--- config.mk ---
export PLATFORM = sky130hd
export DESIGN_NAME = polynomial_trapezoid_integrator_flat
export DESIGN_NICKNAME = d
export VERILOG_FILES = /design/src/hdl/pti_pkg.sv /design/src/hdl/pti_if.sv /design/src/hdl/polynomial_trapezoid_integrator.sv /design/src/hdl/pti_cfg.sv /design/src/hdl/pti_mul.sv /design/src/hdl/pti_dp.sv /design/src/hdl/pti_ctrl.sv /design/src/flat_wrapper.sv
export SDC_FILE = /design/constraint.sdc
export NUM_CORES = 2
export LEC_CHECK = 0
export BUFFER_PORTS_ARGS = -buffer_cell sky130_fd_sc_hd__buf_2
export CORE_UTILIZATION = 30
export DETAILED_ROUTE_END_ITERATION = 16
export PLACE_DENSITY = 0.49
export SLEW_MARGIN = 40
export SYNTH_ARGS = -nofsm -noshare
export SYNTH_HDL_FRONTEND = slang
export SYNTH_SLANG_ARGS = --single-unit
--- constraint.sdc ---
create_clock -name clk -period 18.9 [get_ports clk]
set_clock_uncertainty 0.15 [all_clocks]
set_input_delay 3.78 -clock clk [delete_from_list [all_inputs] [get_ports clk]]
set_output_delay 3.78 -clock clk [all_outputs]
set_load 0.01 [all_outputs]
--- src/hdl/pti_pkg.sv ---
`timescale 1ns / 1ps
// Shared constants, types and helper functions for the polynomial trapezoid integrator.
// No dependencies; every other file of the block imports this package.
package pti_pkg;

    // Polynomial and field geometry
    localparam int MAX_DEGREE = 4;
    localparam int NUM_COEF   = MAX_DEGREE + 1;
    localparam int COEF_IDX_W = $clog2(NUM_COEF);
    localparam int DEGREE_W   = 3;
    localparam int COUNT_W    = 16;
    localparam int LIMIT_W    = 32;
    localparam int COEF_W     = 32;
    localparam int VALUE_W    = 64;
    localparam int DIFF_W     = LIMIT_W + 1;

    // Step divider: one quotient bit per cycle over the span magnitude
    localparam int DIV_STEPS  = LIMIT_W;
    localparam int DIV_CNT_W  = $clog2(DIV_STEPS);

    // Register file on the APB port
    localparam int APB_DATA_W = 32;
    localparam int NUM_REGS   = 2 + NUM_COEF;
    localparam int REG_IDX_W  = $clog2(NUM_REGS);
    localparam int APB_ADDR_W = REG_IDX_W + 2;

    localparam logic [REG_IDX_W-1:0] REG_DEGREE = REG_IDX_W'(0);
    localparam logic [REG_IDX_W-1:0] REG_COUNT  = REG_IDX_W'(1);
    localparam logic [REG_IDX_W-1:0] REG_COEFF0 = REG_IDX_W'(2);

    localparam logic [DEGREE_W-1:0] DEGREE_RESET = DEGREE_W'(4);
    localparam logic [COUNT_W-1:0]  COUNT_RESET  = COUNT_W'(10000);

    // Saturation limits of the wide fixed-point values
    localparam logic signed [VALUE_W-1:0] VALUE_MAX = {1'b0, {(VALUE_W-1){1'b1}}};
    localparam logic signed [VALUE_W-1:0] VALUE_MIN = {1'b1, {(VALUE_W-1){1'b0}}};

    // Configuration as seen by the controller and the datapath
    typedef struct packed {
        logic [DEGREE_W-1:0]              poly_degree;
        logic [COUNT_W-1:0]               interval_count;
        logic [NUM_COEF-1:0][COEF_W-1:0]  coeff;
    } pti_cfg_t;

    // Datapath commands issued by the controller
    typedef struct packed {
        logic                  load_in;
        logic                  div_step;
        logic                  setup;
        logic                  y_init;
        logic                  x_step;
        logic                  mul_start;
        logic                  mul_term;
        logic                  y_add;
        logic [COEF_IDX_W-1:0] coef_sel;
        logic                  keep_first;
        logic                  pair_sum;
        logic                  acc_add;
        logic                  load_out;
    } pti_cmd_t;

    // Clamp the degree to the supported maximum
    function automatic logic [COEF_IDX_W-1:0] eff_degree(input logic [DEGREE_W-1:0] deg);
        logic [COEF_IDX_W-1:0] r;
        if (deg > DEGREE_W'(MAX_DEGREE))
            r = COEF_IDX_W'(MAX_DEGREE);
        else
            r = COEF_IDX_W'(deg);
        return r;
    endfunction

    // A zero interval count runs as a single interval
    function automatic logic [COUNT_W-1:0] eff_count(input logic [COUNT_W-1:0] cnt);
        logic [COUNT_W-1:0] r;
        if (cnt == '0)
            r = COUNT_W'(1);
        else
            r = cnt;
        return r;
    endfunction

endpackage

--- src/hdl/pti_if.sv ---
`timescale 1ns / 1ps
// Valid/ready channel interfaces for the integrator: span limits in, integral out.
// Depends on pti_pkg for field widths.
interface pti_in_if;
    import pti_pkg::*;

    logic                      valid;
    logic                      ready;
    logic signed [LIMIT_W-1:0] lower_limit;
    logic signed [LIMIT_W-1:0] upper_limit;

    modport source (output valid, output lower_limit, output upper_limit, input ready);
    modport sink   (input valid, input lower_limit, input upper_limit, output ready);
endinterface

interface pti_out_if;
    import pti_pkg::*;

    logic                      valid;
    logic                      ready;
    logic signed [VALUE_W-1:0] integral_value;
    logic                      overflowed;

    modport source (output valid, output integral_value, output overflowed, input ready);
    modport sink   (input valid, input integral_value, input overflowed, output ready);
endinterface

--- src/hdl/polynomial_trapezoid_integrator.sv ---
`timescale 1ns / 1ps
// Polynomial trapezoid integrator, top level.
// Input channel in_ch carries lower_limit and upper_limit (signed Q16.16); output
// channel out_ch returns integral_value (signed Q56.8, saturated) and overflowed,
// one result per item. Both use valid/ready; an item moves when both are high.
// The APB port sets degree (addr 0x00), interval count (0x04) and coeff_0..4
// (0x08..0x18); pready is always high and registers read back. Write only while idle.
// Each item runs on one shared 32x32 multiplier: a step divide, then d Horner steps
// for the first grid point and d Horner steps plus one term per interval, where d
// is the clamped degree (each Horner step or term is one multiply). One item is
// worked on at a time.
// The finished result sits in an output register; the next item is accepted
// while it waits. If the receiver stalls, the following result holds in the
// datapath and no further item is accepted until the output register frees.
// Reset (rst_n low, asynchronous) clears the controller and the output valid and
// loads the register defaults: degree 4, 10000 intervals, all coefficients zero.
// Depends on pti_pkg, pti_if, pti_cfg, pti_mul, pti_dp and pti_ctrl.
module polynomial_trapezoid_integrator (
    input  logic                           clk,
    input  logic                           rst_n,
    input  logic                           psel,
    input  logic                           penable,
    input  logic                           pwrite,
    input  logic [pti_pkg::APB_ADDR_W-1:0] paddr,
    input  logic [pti_pkg::APB_DATA_W-1:0] pwdata,
    output logic [pti_pkg::APB_DATA_W-1:0] prdata,
    output logic                           pready,
    pti_in_if.sink                         in_ch,
    pti_out_if.source                      out_ch
);
    import pti_pkg::*;

    pti_cfg_t cfg;
    pti_cmd_t cmd;
    logic     mul_done;

    pti_cfg u_cfg (
        .clk     (clk),
        .rst_n   (rst_n),
        .psel    (psel),
        .penable (penable),
        .pwrite  (pwrite),
        .paddr   (paddr),
        .pwdata  (pwdata),
        .prdata  (prdata),
        .pready  (pready),
        .cfg     (cfg)
    );

    pti_ctrl u_ctrl (
        .clk       (clk),
        .rst_n     (rst_n),
        .cfg       (cfg),
        .in_valid  (in_ch.valid),
        .in_ready  (in_ch.ready),
        .out_valid (out_ch.valid),
        .out_ready (out_ch.ready),
        .mul_done  (mul_done),
        .cmd       (cmd)
    );

    pti_dp u_dp (
        .clk            (clk),
        .rst_n          (rst_n),
        .cfg            (cfg),
        .cmd            (cmd),
        .lower_limit    (in_ch.lower_limit),
        .upper_limit    (in_ch.upper_limit),
        .mul_done       (mul_done),
        .integral_value (out_ch.integral_value),
        .overflowed     (out_ch.overflowed)
    );

endmodule

--- src/hdl/pti_cfg.sv ---
`timescale 1ns / 1ps
// APB register file holding degree, interval count and the five coefficients.
// Depends on pti_pkg for the register map and the configuration struct.
module pti_cfg (
    input  logic                          clk,
    input  logic                          rst_n,
    input  logic                          psel,
    input  logic                          penable,
    input  logic                          pwrite,
    input  logic [pti_pkg::APB_ADDR_W-1:0] paddr,
    input  logic [pti_pkg::APB_DATA_W-1:0] pwdata,
    output logic [pti_pkg::APB_DATA_W-1:0] prdata,
    output logic                          pready,
    output pti_pkg::pti_cfg_t             cfg
);
    import pti_pkg::*;

    pti_cfg_t               cfg_reg;
    logic                   wr_en;
    logic [REG_IDX_W-1:0]   reg_idx;

    assign pready  = 1'b1;
    assign wr_en   = psel & penable & pwrite;
    assign reg_idx = paddr[APB_ADDR_W-1:2];
    assign cfg     = cfg_reg;

    // Write registers in the access phase
    always_ff @(posedge clk or negedge rst_n)
    begin
        if (!rst_n)
        begin
            cfg_reg.poly_degree    <= DEGREE_RESET;
            cfg_reg.interval_count <= COUNT_RESET;
            cfg_reg.coeff          <= '0;
        end
        else if (wr_en)
        begin
            if (reg_idx == REG_DEGREE)
                cfg_reg.poly_degree <= pwdata[DEGREE_W-1:0];
            if (reg_idx == REG_COUNT)
                cfg_reg.interval_count <= pwdata[COUNT_W-1:0];
            for (int k = 0; k < NUM_COEF; k++)
            begin
                if (reg_idx == REG_IDX_W'(REG_COEFF0 + k))
                    cfg_reg.coeff[k] <= pwdata[COEF_W-1:0];
            end
        end
    end

    // Read back the addressed register
    always_comb
    begin
        prdata = '0;
        if (reg_idx == REG_DEGREE)
            prdata = APB_DATA_W'(cfg_reg.poly_degree);
        if (reg_idx == REG_COUNT)
            prdata = APB_DATA_W'(cfg_reg.interval_count);
        for (int k = 0; k < NUM_COEF; k++)
        begin
            if (reg_idx == REG_IDX_W'(REG_COEFF0 + k))
                prdata = APB_DATA_W'(cfg_reg.coeff[k]);
        end
    end

endmodule

--- src/hdl/pti_mul.sv ---
`timescale 1ns / 1ps
// Multi-cycle signed multiply with a power-of-two scale, round half away from zero
// and 64-bit saturation; one shared 32x32 multiplier. Depends on pti_pkg.
module pti_mul (
    input  logic                               clk,
    input  logic                               rst_n,
    input  logic                               start,
    input  logic signed [pti_pkg::VALUE_W-1:0] a,
    input  logic signed [pti_pkg::DIFF_W-1:0]  b,
    input  logic                               term_shift,
    output logic signed [pti_pkg::VALUE_W-1:0] result,
    output logic                               ovf,
    output logic                               done
);
    import pti_pkg::*;

    localparam int HORNER_SHIFT = 16;
    localparam int TERM_SHIFT   = 25;
    localparam int PART_W       = LIMIT_W;
    localparam int PP_W         = 2 * PART_W;
    localparam int PROD_W       = VALUE_W + PART_W;
    localparam int SUM_W        = PROD_W + 1;

    logic [VALUE_W-1:0]          a_mag;
    logic [DIFF_W-1:0]           b_mag;
    logic [VALUE_W-1:0]          ua_reg;
    logic [PART_W-1:0]           ub_reg;
    logic                        neg_reg;
    logic                        term_reg;
    logic [3:0]                  stage_reg;
    logic [PART_W-1:0]           mul_op;
    logic [PP_W-1:0]             pp;
    logic [PP_W-1:0]             plo_reg;
    logic [PP_W-1:0]             phi_reg;
    logic [PROD_W-1:0]           prod_reg;
    logic [SUM_W-1:0]            half;
    logic [SUM_W-1:0]            rsum;
    logic [VALUE_W-1:0]          rlo;
    logic                        rhi_nz;
    logic                        sat;
    logic signed [VALUE_W-1:0]   res_reg;
    logic                        ovf_reg;
    logic                        done_reg;

    // Operand magnitudes; |b| always fits one 32-bit part
    assign a_mag = a[VALUE_W-1] ? VALUE_W'(-a) : VALUE_W'(a);
    assign b_mag = b[DIFF_W-1] ? DIFF_W'(-b) : DIFF_W'(b);

    // One multiplier, low half of a first, then high half
    assign mul_op = stage_reg[0] ? ua_reg[PART_W-1:0] : ua_reg[VALUE_W-1:PART_W];
    assign pp     = mul_op * ub_reg;

    // Round, scale and saturate the exact product
    assign half   = term_reg ? (SUM_W'(1) << (TERM_SHIFT - 1))
                             : (SUM_W'(1) << (HORNER_SHIFT - 1));
    assign rsum   = {1'b0, prod_reg} + half;
    assign rlo    = term_reg ? rsum[TERM_SHIFT+VALUE_W-1:TERM_SHIFT]
                             : rsum[HORNER_SHIFT+VALUE_W-1:HORNER_SHIFT];
    assign rhi_nz = term_reg ? (|rsum[SUM_W-1:TERM_SHIFT+VALUE_W])
                             : (|rsum[SUM_W-1:HORNER_SHIFT+VALUE_W]);
    assign sat    = rhi_nz || (rlo[VALUE_W-1] && (!neg_reg || (|rlo[VALUE_W-2:0])));

    // Advance the stage valids
    always_ff @(posedge clk or negedge rst_n)
    begin
        if (!rst_n)
        begin
            stage_reg <= '0;
            done_reg  <= 1'b0;
        end
        else
        begin
            stage_reg <= {stage_reg[2:0], start};
            done_reg  <= stage_reg[3];
        end
    end

    // Hold operands and partial results
    always_ff @(posedge clk)
    begin
        if (start)
        begin
            ua_reg   <= a_mag;
            ub_reg   <= b_mag[PART_W-1:0];
            neg_reg  <= a[VALUE_W-1] ^ b[DIFF_W-1];
            term_reg <= term_shift;
        end
        if (stage_reg[0])
            plo_reg <= pp;
        if (stage_reg[1])
            phi_reg <= pp;
        if (stage_reg[2])
            prod_reg <= {phi_reg, {PART_W{1'b0}}} + {{PART_W{1'b0}}, plo_reg};
        if (stage_reg[3])
        begin
            ovf_reg <= sat;
            if (sat)
                res_reg <= neg_reg ? VALUE_MIN : VALUE_MAX;
            else
                res_reg <= neg_reg ? VALUE_W'(-rlo) : VALUE_W'(rlo);
        end
    end

    assign result = res_reg;
    assign ovf    = ovf_reg;
    assign done   = done_reg;

endmodule

--- src/hdl/pti_dp.sv ---
`timescale 1ns / 1ps
// Integrator datapath: step divider, grid point, Horner value, pair sum, accumulator
// and the output register. Depends on pti_pkg and pti_mul.
module pti_dp (
    input  logic                               clk,
    input  logic                               rst_n,
    input  pti_pkg::pti_cfg_t                  cfg,
    input  pti_pkg::pti_cmd_t                  cmd,
    input  logic signed [pti_pkg::LIMIT_W-1:0] lower_limit,
    input  logic signed [pti_pkg::LIMIT_W-1:0] upper_limit,
    output logic                               mul_done,
    output logic signed [pti_pkg::VALUE_W-1:0] integral_value,
    output logic                               overflowed
);
    import pti_pkg::*;

    // Saturating 64-bit add; returns {overflow, sum}
    function automatic logic [VALUE_W:0] sat_add(input logic signed [VALUE_W-1:0] x,
                                                 input logic signed [VALUE_W-1:0] y);
        logic signed [VALUE_W-1:0] s;
        logic                      o;
        s = x + y;
        o = (x[VALUE_W-1] == y[VALUE_W-1]) && (s[VALUE_W-1] != x[VALUE_W-1]);
        if (o)
            s = x[VALUE_W-1] ? VALUE_MIN : VALUE_MAX;
        return {o, s};
    endfunction

    logic signed [LIMIT_W-1:0] lower_reg;
    logic signed [LIMIT_W-1:0] x_reg;
    logic                      neg_reg;
    logic [LIMIT_W-1:0]        quo_reg;
    logic [COUNT_W-1:0]        rem_reg;
    logic signed [DIFF_W-1:0]  delta_reg;
    logic signed [VALUE_W-1:0] y_reg;
    logic signed [VALUE_W-1:0] yprev_reg;
    logic signed [VALUE_W-1:0] pair_reg;
    logic signed [VALUE_W-1:0] acc_reg;
    logic                      ovf_reg;
    logic signed [VALUE_W-1:0] integral_reg;
    logic                      overflowed_reg;

    logic signed [DIFF_W-1:0]  diff;
    logic [DIFF_W-1:0]         diff_mag;
    logic [COUNT_W:0]          trial;
    logic [COUNT_W:0]          divisor;
    logic                      q_bit;
    logic [COUNT_W:0]          trial_sub;
    logic [DIFF_W-1:0]         quo_ext;
    logic signed [DIFF_W-1:0]  x_sum;
    logic [COEF_W-1:0]         coef_raw;
    logic signed [VALUE_W-1:0] coef_ext;
    logic signed [VALUE_W-1:0] mul_a;
    logic signed [DIFF_W-1:0]  mul_b;
    logic signed [VALUE_W-1:0] mul_res;
    logic                      mul_ovf;
    logic signed [VALUE_W-1:0] ya_val;
    logic                      ya_ovf;
    logic signed [VALUE_W-1:0] pr_val;
    logic                      pr_ovf;
    logic signed [VALUE_W-1:0] ac_val;
    logic                      ac_ovf;

    // Span and its magnitude for the step divider
    assign diff     = {upper_limit[LIMIT_W-1], upper_limit} - {lower_limit[LIMIT_W-1], lower_limit};
    assign diff_mag = diff[DIFF_W-1] ? DIFF_W'(-diff) : DIFF_W'(diff);

    // One restoring divide step
    assign divisor   = {1'b0, eff_count(cfg.interval_count)};
    assign trial     = {rem_reg, quo_reg[LIMIT_W-1]};
    assign q_bit     = (trial >= divisor);
    assign trial_sub = trial - divisor;
    assign quo_ext   = {1'b0, quo_reg};

    // Next grid point; always stays within the span
    assign x_sum = {x_reg[LIMIT_W-1], x_reg} + delta_reg;

    // Coefficient for the current Horner step
    assign coef_raw = cfg.coeff[cmd.coef_sel];
    assign coef_ext = {{(VALUE_W-COEF_W){coef_raw[COEF_W-1]}}, coef_raw};

    // Multiplier operands: Horner step or trapezoid term
    assign mul_a = cmd.mul_term ? pair_reg : y_reg;
    assign mul_b = cmd.mul_term ? delta_reg : {x_reg[LIMIT_W-1], x_reg};

    pti_mul u_mul (
        .clk        (clk),
        .rst_n      (rst_n),
        .start      (cmd.mul_start),
        .a          (mul_a),
        .b          (mul_b),
        .term_shift (cmd.mul_term),
        .result     (mul_res),
        .ovf        (mul_ovf),
        .done       (mul_done)
    );

    assign {ya_ovf, ya_val} = sat_add(mul_res, coef_ext);
    assign {pr_ovf, pr_val} = sat_add(yprev_reg, y_reg);
    assign {ac_ovf, ac_val} = sat_add(acc_reg, mul_res);

    // Datapath registers
    always_ff @(posedge clk)
    begin
        if (cmd.load_in)
        begin
            lower_reg <= lower_limit;
            neg_reg   <= diff[DIFF_W-1];
            quo_reg   <= diff_mag[LIMIT_W-1:0];
            rem_reg   <= '0;
        end
        if (cmd.div_step)
        begin
            rem_reg <= q_bit ? trial_sub[COUNT_W-1:0] : trial[COUNT_W-1:0];
            quo_reg <= {quo_reg[LIMIT_W-2:0], q_bit};
        end

        if (cmd.setup)
        begin
            delta_reg <= neg_reg ? DIFF_W'(-quo_ext) : DIFF_W'(quo_ext);
            x_reg     <= lower_reg;
            acc_reg   <= '0;
        end
        else
        begin
            if (cmd.x_step)
                x_reg <= x_sum[LIMIT_W-1:0];
            if (cmd.acc_add)
                acc_reg <= ac_val;
        end

        // Horner value
        if (cmd.y_init)
            y_reg <= coef_ext;
        else if (cmd.y_add)
            y_reg <= ya_val;

        // Point value reuse and pair sum
        if (cmd.keep_first)
            yprev_reg <= y_reg;
        if (cmd.pair_sum)
        begin
            yprev_reg <= y_reg;
            pair_reg  <= pr_val;
        end

        // Sticky saturation flag for the item
        if (cmd.setup)
            ovf_reg <= 1'b0;
        else
            ovf_reg <= ovf_reg | (mul_done & mul_ovf) | (cmd.y_add & ya_ovf)
                     | (cmd.pair_sum & pr_ovf) | (cmd.acc_add & ac_ovf);

        // Output register
        if (cmd.load_out)
        begin
            integral_reg   <= acc_reg;
            overflowed_reg <= ovf_reg;
        end
    end

    assign integral_value = integral_reg;
    assign overflowed     = overflowed_reg;

endmodule

--- src/hdl/pti_ctrl.sv ---
`timescale 1ns / 1ps
// Integrator controller: sequences divide, Horner steps, trapezoid terms and output.
// Depends on pti_pkg for the command struct and configuration helpers.
module pti_ctrl (
    input  logic                   clk,
    input  logic                   rst_n,
    input  pti_pkg::pti_cfg_t      cfg,
    input  logic                   in_valid,
    output logic                   in_ready,
    output logic                   out_valid,
    input  logic                   out_ready,
    input  logic                   mul_done,
    output pti_pkg::pti_cmd_t      cmd
);
    import pti_pkg::*;

    typedef enum logic [3:0] {
        S_IDLE,
        S_DIV,
        S_SETUP,
        S_H_INIT,
        S_H_MUL,
        S_H_WAIT,
        S_H_DONE,
        S_T_MUL,
        S_T_WAIT,
        S_PUT
    } state_t;

    state_t                 state_reg;
    logic [DIV_CNT_W-1:0]   cnt_reg;
    logic [COUNT_W-1:0]     i_reg;
    logic [COEF_IDX_W-1:0]  k_reg;
    logic                   first_reg;
    logic                   out_valid_reg;
    logic [COEF_IDX_W-1:0]  deg;
    logic [COUNT_W-1:0]     n_int;
    logic                   last_int;
    logic                   out_free;

    assign deg      = eff_degree(cfg.poly_degree);
    assign n_int    = eff_count(cfg.interval_count);
    assign last_int = (i_reg == n_int);
    assign out_free = !out_valid_reg || out_ready;

    // State and registered outputs
    always_ff @(posedge clk or negedge rst_n)
    begin
        if (!rst_n)
        begin
            state_reg     <= S_IDLE;
            cnt_reg       <= '0;
            i_reg         <= '0;
            k_reg         <= '0;
            first_reg     <= 1'b0;
            out_valid_reg <= 1'b0;
        end
        else
        begin
            // Drop the result once taken
            if (out_valid_reg && out_ready)
                out_valid_reg <= 1'b0;

            unique case (state_reg)
                S_IDLE:
                begin
                    if (in_valid)
                    begin
                        cnt_reg   <= '0;
                        state_reg <= S_DIV;
                    end
                end
                S_DIV:
                begin
                    cnt_reg <= cnt_reg + 1'b1;
                    if (cnt_reg == DIV_CNT_W'(DIV_STEPS - 1))
                        state_reg <= S_SETUP;
                end
                S_SETUP:
                begin
                    i_reg     <= COUNT_W'(1);
                    first_reg <= 1'b1;
                    state_reg <= S_H_INIT;
                end
                S_H_INIT:
                begin
                    k_reg     <= COEF_IDX_W'(1);
                    state_reg <= (deg == '0) ? S_H_DONE : S_H_MUL;
                end
                S_H_MUL:
                begin
                    state_reg <= S_H_WAIT;
                end
                S_H_WAIT:
                begin
                    if (mul_done)
                    begin
                        if (k_reg == deg)
                            state_reg <= S_H_DONE;
                        else
                        begin
                            k_reg     <= k_reg + 1'b1;
                            state_reg <= S_H_MUL;
                        end
                    end
                end
                S_H_DONE:
                begin
                    if (first_reg)
                    begin
                        first_reg <= 1'b0;
                        state_reg <= S_H_INIT;
                    end
                    else
                        state_reg <= S_T_MUL;
                end
                S_T_MUL:
                begin
                    state_reg <= S_T_WAIT;
                end
                S_T_WAIT:
                begin
                    if (mul_done)
                    begin
                        if (last_int)
                            state_reg <= S_PUT;
                        else
                        begin
                            i_reg     <= i_reg + 1'b1;
                            state_reg <= S_H_INIT;
                        end
                    end
                end
                S_PUT:
                begin
                    if (out_free)
                    begin
                        out_valid_reg <= 1'b1;
                        state_reg     <= S_IDLE;
                    end
                end
                default:
                begin
                    state_reg <= S_IDLE;
                end
            endcase
        end
    end

    // Decode datapath commands
    always_comb
    begin
        cmd            = '0;
        cmd.load_in    = (state_reg == S_IDLE) && in_valid;
        cmd.div_step   = (state_reg == S_DIV);
        cmd.setup      = (state_reg == S_SETUP);
        cmd.y_init     = (state_reg == S_H_INIT);
        cmd.mul_start  = (state_reg == S_H_MUL) || (state_reg == S_T_MUL);
        cmd.mul_term   = (state_reg == S_T_MUL);
        cmd.y_add      = (state_reg == S_H_WAIT) && mul_done;
        cmd.coef_sel   = (state_reg == S_H_INIT) ? '0 : k_reg;
        cmd.keep_first = (state_reg == S_H_DONE) && first_reg;
        cmd.pair_sum   = (state_reg == S_H_DONE) && !first_reg;
        cmd.acc_add    = (state_reg == S_T_WAIT) && mul_done;
        cmd.x_step     = ((state_reg == S_H_DONE) && first_reg)
                       || ((state_reg == S_T_WAIT) && mul_done && !last_int);
        cmd.load_out   = (state_reg == S_PUT) && out_free;
    end

    assign in_ready  = (state_reg == S_IDLE);
    assign out_valid = out_valid_reg;

endmodule

--- src/flat_wrapper.sv ---
// flat-port wrapper written by rule: the top's interface ports become plain ports
module polynomial_trapezoid_integrator_flat import pti_pkg::*;
  (clk, rst_n, psel, penable, pwrite, paddr, pwdata, prdata, pready, in_ch_valid, in_ch_lower_limit, in_ch_upper_limit, in_ch_ready, out_ch_valid, out_ch_integral_value, out_ch_overflowed, out_ch_ready);
  pti_in_if in_ch_i ();
  pti_out_if out_ch_i ();
  input  logic clk;
  input  logic rst_n;
  input  logic psel;
  input  logic penable;
  input  logic pwrite;
  input  logic [pti_pkg::APB_ADDR_W-1:0] paddr;
  input  logic [pti_pkg::APB_DATA_W-1:0] pwdata;
  output logic [pti_pkg::APB_DATA_W-1:0] prdata;
  output logic pready;
  input wire logic [$bits(in_ch_i.valid)-1:0] in_ch_valid;
  input wire logic [$bits(in_ch_i.lower_limit)-1:0] in_ch_lower_limit;
  input wire logic [$bits(in_ch_i.upper_limit)-1:0] in_ch_upper_limit;
  output wire logic [$bits(in_ch_i.ready)-1:0] in_ch_ready;
  output wire logic [$bits(out_ch_i.valid)-1:0] out_ch_valid;
  output wire logic [$bits(out_ch_i.integral_value)-1:0] out_ch_integral_value;
  output wire logic [$bits(out_ch_i.overflowed)-1:0] out_ch_overflowed;
  input wire logic [$bits(out_ch_i.ready)-1:0] out_ch_ready;
  assign in_ch_i.valid = in_ch_valid;
  assign in_ch_i.lower_limit = in_ch_lower_limit;
  assign in_ch_i.upper_limit = in_ch_upper_limit;
  assign in_ch_ready = in_ch_i.ready;
  assign out_ch_valid = out_ch_i.valid;
  assign out_ch_integral_value = out_ch_i.integral_value;
  assign out_ch_overflowed = out_ch_i.overflowed;
  assign out_ch_i.ready = out_ch_ready;
  polynomial_trapezoid_integrator u_core (.clk(clk), .rst_n(rst_n), .psel(psel), .penable(penable), .pwrite(pwrite), .paddr(paddr), .pwdata(pwdata), .prdata(prdata), .pready(pready), .in_ch(in_ch_i), .out_ch(out_ch_i));
endmodule
* After elaboration in Yosys (flattened, before gate mapping)
Cells that the tools add are included.
Word-level totals: bits in registers 1069, output and inout bits 100
Operators by class: add/subtract/negate cells 16, $mul 1, order comparisons 3, eq/ne operators 31, multiplexer cells 64, bitwise operators 11, reductions and logical operators 47
Operator list (count):
- 2-to-1 mux 64 bit | 15
- 2-to-1 mux 32 bit | 15
- adder 64 bit | 2
- negation 64 bit | 2
- adder 96 x 97 -> 97 bit | 1
- adder 96 x 64 -> 96 bit | 1
- binary-select mux 32 bit (select 3 bit) | 1
- 2-to-1 mux 16 bit | 6
- adder 64 x 32 -> 64 bit | 1
- multiplier 32 x 32 -> 64 bit | 1
- negation 32 bit | 2
- 2-to-1 mux 63 bit | 1
- OR reduction 63 bit | 1
- one-hot mux 4 bit (10 select lines) | 1
- 2-to-1 mux 33 bit | 1
- negation 32 -> 33 bit | 1
- subtractor 32 x 32 -> 33 bit | 1
- adder 32 bit | 1
- one-hot mux 16 bit (2 select lines) | 1
- 2-to-1 mux 25 bit | 1
- 2-to-1 mux 4 bit | 6
- 2-to-1 mux 3 bit | 6
- greater-or-equal comparator 17 x 16 -> 1 bit | 1
- OR reduction 17 bit | 1
- 39 further kinds | 103

* Longest topological paths before layout
depth after elaboration 11, gate-level depth with buffers 36, mapped depth without buffers 33

* By module
A second synthesis with hierarchy kept.
Unflattened totals: cells, all modules 10313, area total of the unflattened synthesis 100533.9 sq um
By module, submodules not included:
- pti_mul | instances 1, cells each 5593, area each 54362.1 sq um, sequential area each 10845.4 sq um
- pti_dp | instances 1, cells each 3914, area each 36183.5 sq um, sequential area each 13402.9 sq um
- pti_cfg | instances 1, cells each 577, area each 7992.7 sq um, sequential area each 4486.8 sq um
- pti_ctrl | instances 1, cells each 229, area each 1995.7 sq um, sequential area each 750.7 sq um

* Worst setup path before layout
No wires, ideal clock.
path kind register to register, from register u_core.u_dp.u_mul.stage_reg[0], to register u_core.u_dp.u_mul.phi_reg[63], data pin, arrival 9516 ps, data required time 18486 ps, path slack 8969 ps, stages on the path, launching flop included 32, path buffers 3, cells stage by stage dfrtp_1 > clkbuf_1 > buf_1 > mux2_2 > clkbuf_1 > and2_1 > fa_1 > fa_1 > inv_1 > fa_1 > fa_1 > inv_1 > fa_1 > fa_1 > fa_1 > inv_1 > fa_1 > inv_1 > ha_1 > o211a_1 > a221oi_1 > o211ai_1 > nor3b_1 > o21ai_0 > a21oi_1 > a211oi_1 > o2111ai_1 > nand2_1 > a21o_1 > a2111oi_0 > nor3_1 > xnor2_1
On the way: cells in the longest elaborated chain, start to end 2
RTL lines:
- start: declaration | line pti_mul.sv:30 | logic [3:0] stage_reg;
- start signal: assignment | line pti_mul.sv:73 | stage_reg <= {stage_reg[2:0], start};
- 2-to-1 mux 32 bit | line pti_mul.sv:50 | assign mul_op = stage_reg[0] ? ua_reg[PART_W-1:0] : ua_reg[VALUE_W-1:PART_W];
- multiplier 32 x 32 -> 64 bit | line pti_mul.sv:51 | assign pp = mul_op * ub_reg;
- net u_core.u_dp.u_mul.pp[63] | line pti_mul.sv:32 | logic [PP_W-1:0] pp;
- end signal: assignment | line pti_mul.sv:91 | phi_reg <= pp;
- end: declaration | line pti_mul.sv:34 | logic [PP_W-1:0] phi_reg;
The timed path passes the listed nets, and every way through them passes these cells. A chain may end at the register's enable or synchronous reset.

* Final worst setup path
Ends and elaborated chain as after synthesis.

==> qor.yml <==
status: "finished clean"
drc: 0
fin_ws_ns: 7.77
ys.flop_type: "edfxtp_1"
max_stage_delay_ns: 0.71
drt_iter0_markers: 4976
synth_adder_area_share_pct: 26.1
global_route.overflow_total: 0
hold_ws_ns: 0.271
dp_hpwl_um: 229000
finalCriticalPeriod_ns: 11.13
min_to: "u_core.u_dp.u_mul.prod_reg[20]$_DFFE_PP_"
grt_pass1_wl_um: 460000
setup_tns_ns: 0
hold_buffers: 0
ctsHtreeMaxLevel: 3
worstPathRequired_ns: 19.28
hp-class: "reg2reg"
worst_pin_slew_ns: 1.02
critPathKind: "reg2reg"
drv_cap: 0
layout.nets: 11600
synthMuxAreaShare_pct: 4.43
synth_nets: 11600
gp_congestion: 0.896
cts_buffers: 115
drive_above_1_share_pct: 8.87
start_kind: "flip-flop"
min_from: "u_core.u_dp.u_mul.plo_reg[20]$_DFFE_PP_"
clockBufferDepth: 3
vias: 73200
synthCells: 9983
design.core.area_um2: 321000
synth_compound_area_share_pct: 12.1
hold_viol: 0
async_reset_ff_share_pct: 20.6
synthSimpleGateAreaFrac_pct: 15.3
antenna_found_initial: 21
std_cell_rows: 208
start_util_pct: 30.2
critPathMostFrequentCell: "fa_1"
post-place-cells: 14200
fmax_mhz: 89.8
grt_pass1_vias: 74900
clock_sinks: 1039
die_h_um: 570
synth.distinct_cells: 109
cts_setup_buffers: 0
syn-cell-area_um2: 96900
arrival_ns: 11.51
slew_viol_final: 0
cts_resized: 0
syn2layout_area_growth_pct: 10.4
reg2reg_slack_ns: 7.77
clk_latency_ns: 0.77
cts_tree: "yes"
ys_warn_count: 0
synth_xor_xnor_area_share_pct: 5.64
grt_usage_pct: 18.3
dpl_worst_slack_ns: 7.56
ys_ff_latch: 1039
reg2reg_depth: 32
r2r_start: "u_core.u_dp.u_mul.stage_reg[0]$_DFF_PN0_"
reg2reg_to: "u_core.u_dp.u_mul.phi_reg[63]$_DFFE_PP_"
wl_per_cell_um: 20.9
numPortBuffers: 204
drt_wl_total_um: 300000
cts_root_buf: "clkbuf_16"
largest_reg_flops: 179
syn_area_per_cell_um2: 9.70
setup_viol: 0
clk_pin_slew_worst_paths_ns: 0.06
finalCritPeriodShare_pct: 58.9
first_pass_iters: 6
holdPathStages: 0
cp_slowest_cell: "mux2_2"
grt_setup_unrepaired: "no"
synth_edf_count: 760
fin_cells: 14400
timing.slew.headroom_pct: 31.3
cp-end-kind: "flip-flop"
synth_top_family_by_area: "adder cells"
path_max_fanout: 58
design.die.area_um2: 325000
die_x_um: 570
io_pins: 208
yosysSeqAreaShare_pct: 30.4
grt_max_degree: 80
vias_per_cell: 5.09
drtAntennaViolNets: 0
-- cell usage after synthesis (all sizes together) (10+ instances only) --
| master | number | share of area, % |
|---|---|---|
| a21o | 211 | 1.6 |
| o31ai | 39 | 0.30 |
| nand2b | 75 | 0.48 |
| o21a | 43 | 0.33 |
| a311oi | 30 | 0.27 |
| a22o | 20 | 0.18 |
| and4 | 24 | 0.22 |
| o22ai | 33 | 0.21 |
| buf | 69 | 0.33 |
| inv | 1051 | 4.1 |
| or2 | 33 | 0.22 |
| o21ai | 466 | 2.4 |
| fa | 903 | 19 |
| xnor2 | 373 | 3.4 |
| nor3b | 11 | 0.090 |
| a2111oi | 14 | 0.13 |
| mux2 | 206 | 2.4 |
| edfxtp | 760 | 24 |
| nand2 | 1021 | 4.0 |
| and2 | 601 | 3.9 |
| and3 | 74 | 0.48 |
| or4 | 10 | 0.081 |
| ha | 574 | 7.4 |
| xor2 | 250 | 2.3 |
| nor4 | 52 | 0.39 |
| nand3 | 179 | 0.95 |
| clkbuf | 422 | 1.6 |
| a211oi | 50 | 0.39 |
| a221oi | 52 | 0.47 |
| o21bai | 44 | 0.34 |
| a21oi | 660 | 3.4 |
| a41oi | 10 | 0.090 |
| dfrtp | 208 | 5.4 |
| nand4 | 85 | 0.55 |
| or3 | 54 | 0.35 |
| mux2i | 190 | 2.0 |
| nor2 | 488 | 1.9 |
| o211ai | 32 | 0.25 |
| dfxtp | 65 | 1.3 |
| a211o | 11 | 0.099 |
| a31oi | 67 | 0.43 |
| a21boi | 23 | 0.18 |
| nor2b | 86 | 0.56 |
| o41ai | 15 | 0.15 |
| nor3 | 182 | 0.97 |
-- metrics by stage --
| stage | instance area, um^2 | util [%] |
|---|---|---|
| 6_report | 107000 | 33.3 |
| 5_1_grt | 107000 | 33.3 |
| 4_1_cts | 107000 | 33.3 |
| 3_5_place_dp | 103000 | 32.1 |
| 3_3_place_gp | 103000 | 32.0 |
| 2_1_floorplan | 96900 | - |
-- per-layer routing --
| metal | GRT usage [%] | vias up | wire length (um) |
|---|---|---|---|
| met5 | 0 | - | 139 |
| met2 | 30.7 | 1850 | 143000 |
| met3 | 2.23 | 328 | 14900 |
| li1 | - | 33900 | - |
| met1 | 24.9 | 37100 | 136000 |
| met4 | 4.11 | 20 | 6330 |
-- cell families after synthesis --
family	count (synthesis)
multiplexers	399
adder cells (fa/ha/maj)	1478
XOR/XNOR	623
flip-flops	1039
buffers and inverters	1543
other	1
AND/OR/NAND/NOR	2999
AO/OA/AOI/OAI	1901
-- worst max-delay path: cells and delay by family, from the launching register on --
kind | cells | cell delay [ns]
XOR/XNOR | 1 | 0.38
adder cells (fa/ha/maj) | 9 | 4.32
buffers and inverters | 8 | 1.20
AO/OA/AOI/OAI | 9 | 2.40
multiplexers | 1 | 0.71
flip-flops | 1 | 0.67
AND/OR/NAND/NOR | 4 | 1.01
-- how the worst max path moves through the flow --
| stage | end | start | slack, ns | cells after the start |
|---|---|---|---|---|
| finish | u_core.u_dp.u_mul.phi_reg[63]$_DFFE_PP_ | u_core.u_dp.u_mul.stage_reg[0]$_DFF_PN0_ | 7.77 | 32 |
| global route | u_core.u_dp.u_mul.phi_reg[63]$_DFFE_PP_ | u_core.u_dp.u_mul.stage_reg[0]$_DFF_PN0_ | 7.17 | 32 |
| CTS | u_core.u_dp.u_mul.phi_reg[63]$_DFFE_PP_ | u_core.u_dp.u_mul.stage_reg[0]$_DFF_PN0_ | 7.49 | 32 |
| detailed placement | u_core.u_dp.u_mul.phi_reg[63]$_DFFE_PP_ | u_core.u_dp.u_mul.stage_reg[0]$_DFF_PN0_ | 7.56 | 32 |
| global placement | u_core.u_dp.u_mul.phi_reg[63]$_DFFE_PP_ | u_core.u_dp.u_mul.stage_reg[0]$_DFF_PN0_ | 7.55 | 32 |
| floorplan | u_core.u_dp.u_mul.phi_reg[63]$_DFFE_PP_ | u_core.u_dp.u_mul.stage_reg[0]$_DFF_PN0_ | 8.97 | 31 |
-- cells in the final DEF (no fill, tap or decap), types with 45 or more instances in the layout --
cell type,count
and3_1,73
nand3_1,175
a221oi_1,52
xnor2_1,367
nand2b_1,75
ha_1,574
or3_1,51
nor4_1,45
nor3_1,165
o21ai_0,456
clkbuf_16,117
mux2_2,203
dfxtp_1,65
and2_1,600
fa_1,903
a21o_1,211
a211oi_1,50
mux2i_1,188
inv_1,1045
nand4_1,85
nor2b_1,83
xor2_1,248
dfrtp_1,203
nand2_1,1019
edfxtp_1,760
a21oi_1,656
nor2_1,480
buf_2,203
a31oi_1,67
buf_4,140
-- layout make-up --
class / count / area (um^2)
clock buffers: 143 / 3080
clock inverters: 76 / 860
diodes: 3 / 7.51
inverters: 1052 / 3960
repair buffers: 359 / 2290
well taps: 4305 / 5390
multi-input cells: 7401 / 61900
fillers: 32900 / 214000
flip-flops and latches: 1039 / 29500
Power is left out: the tool's default activity adds up to more than one toggle a clock period on the data nets, which glitch-free logic cannot reach.
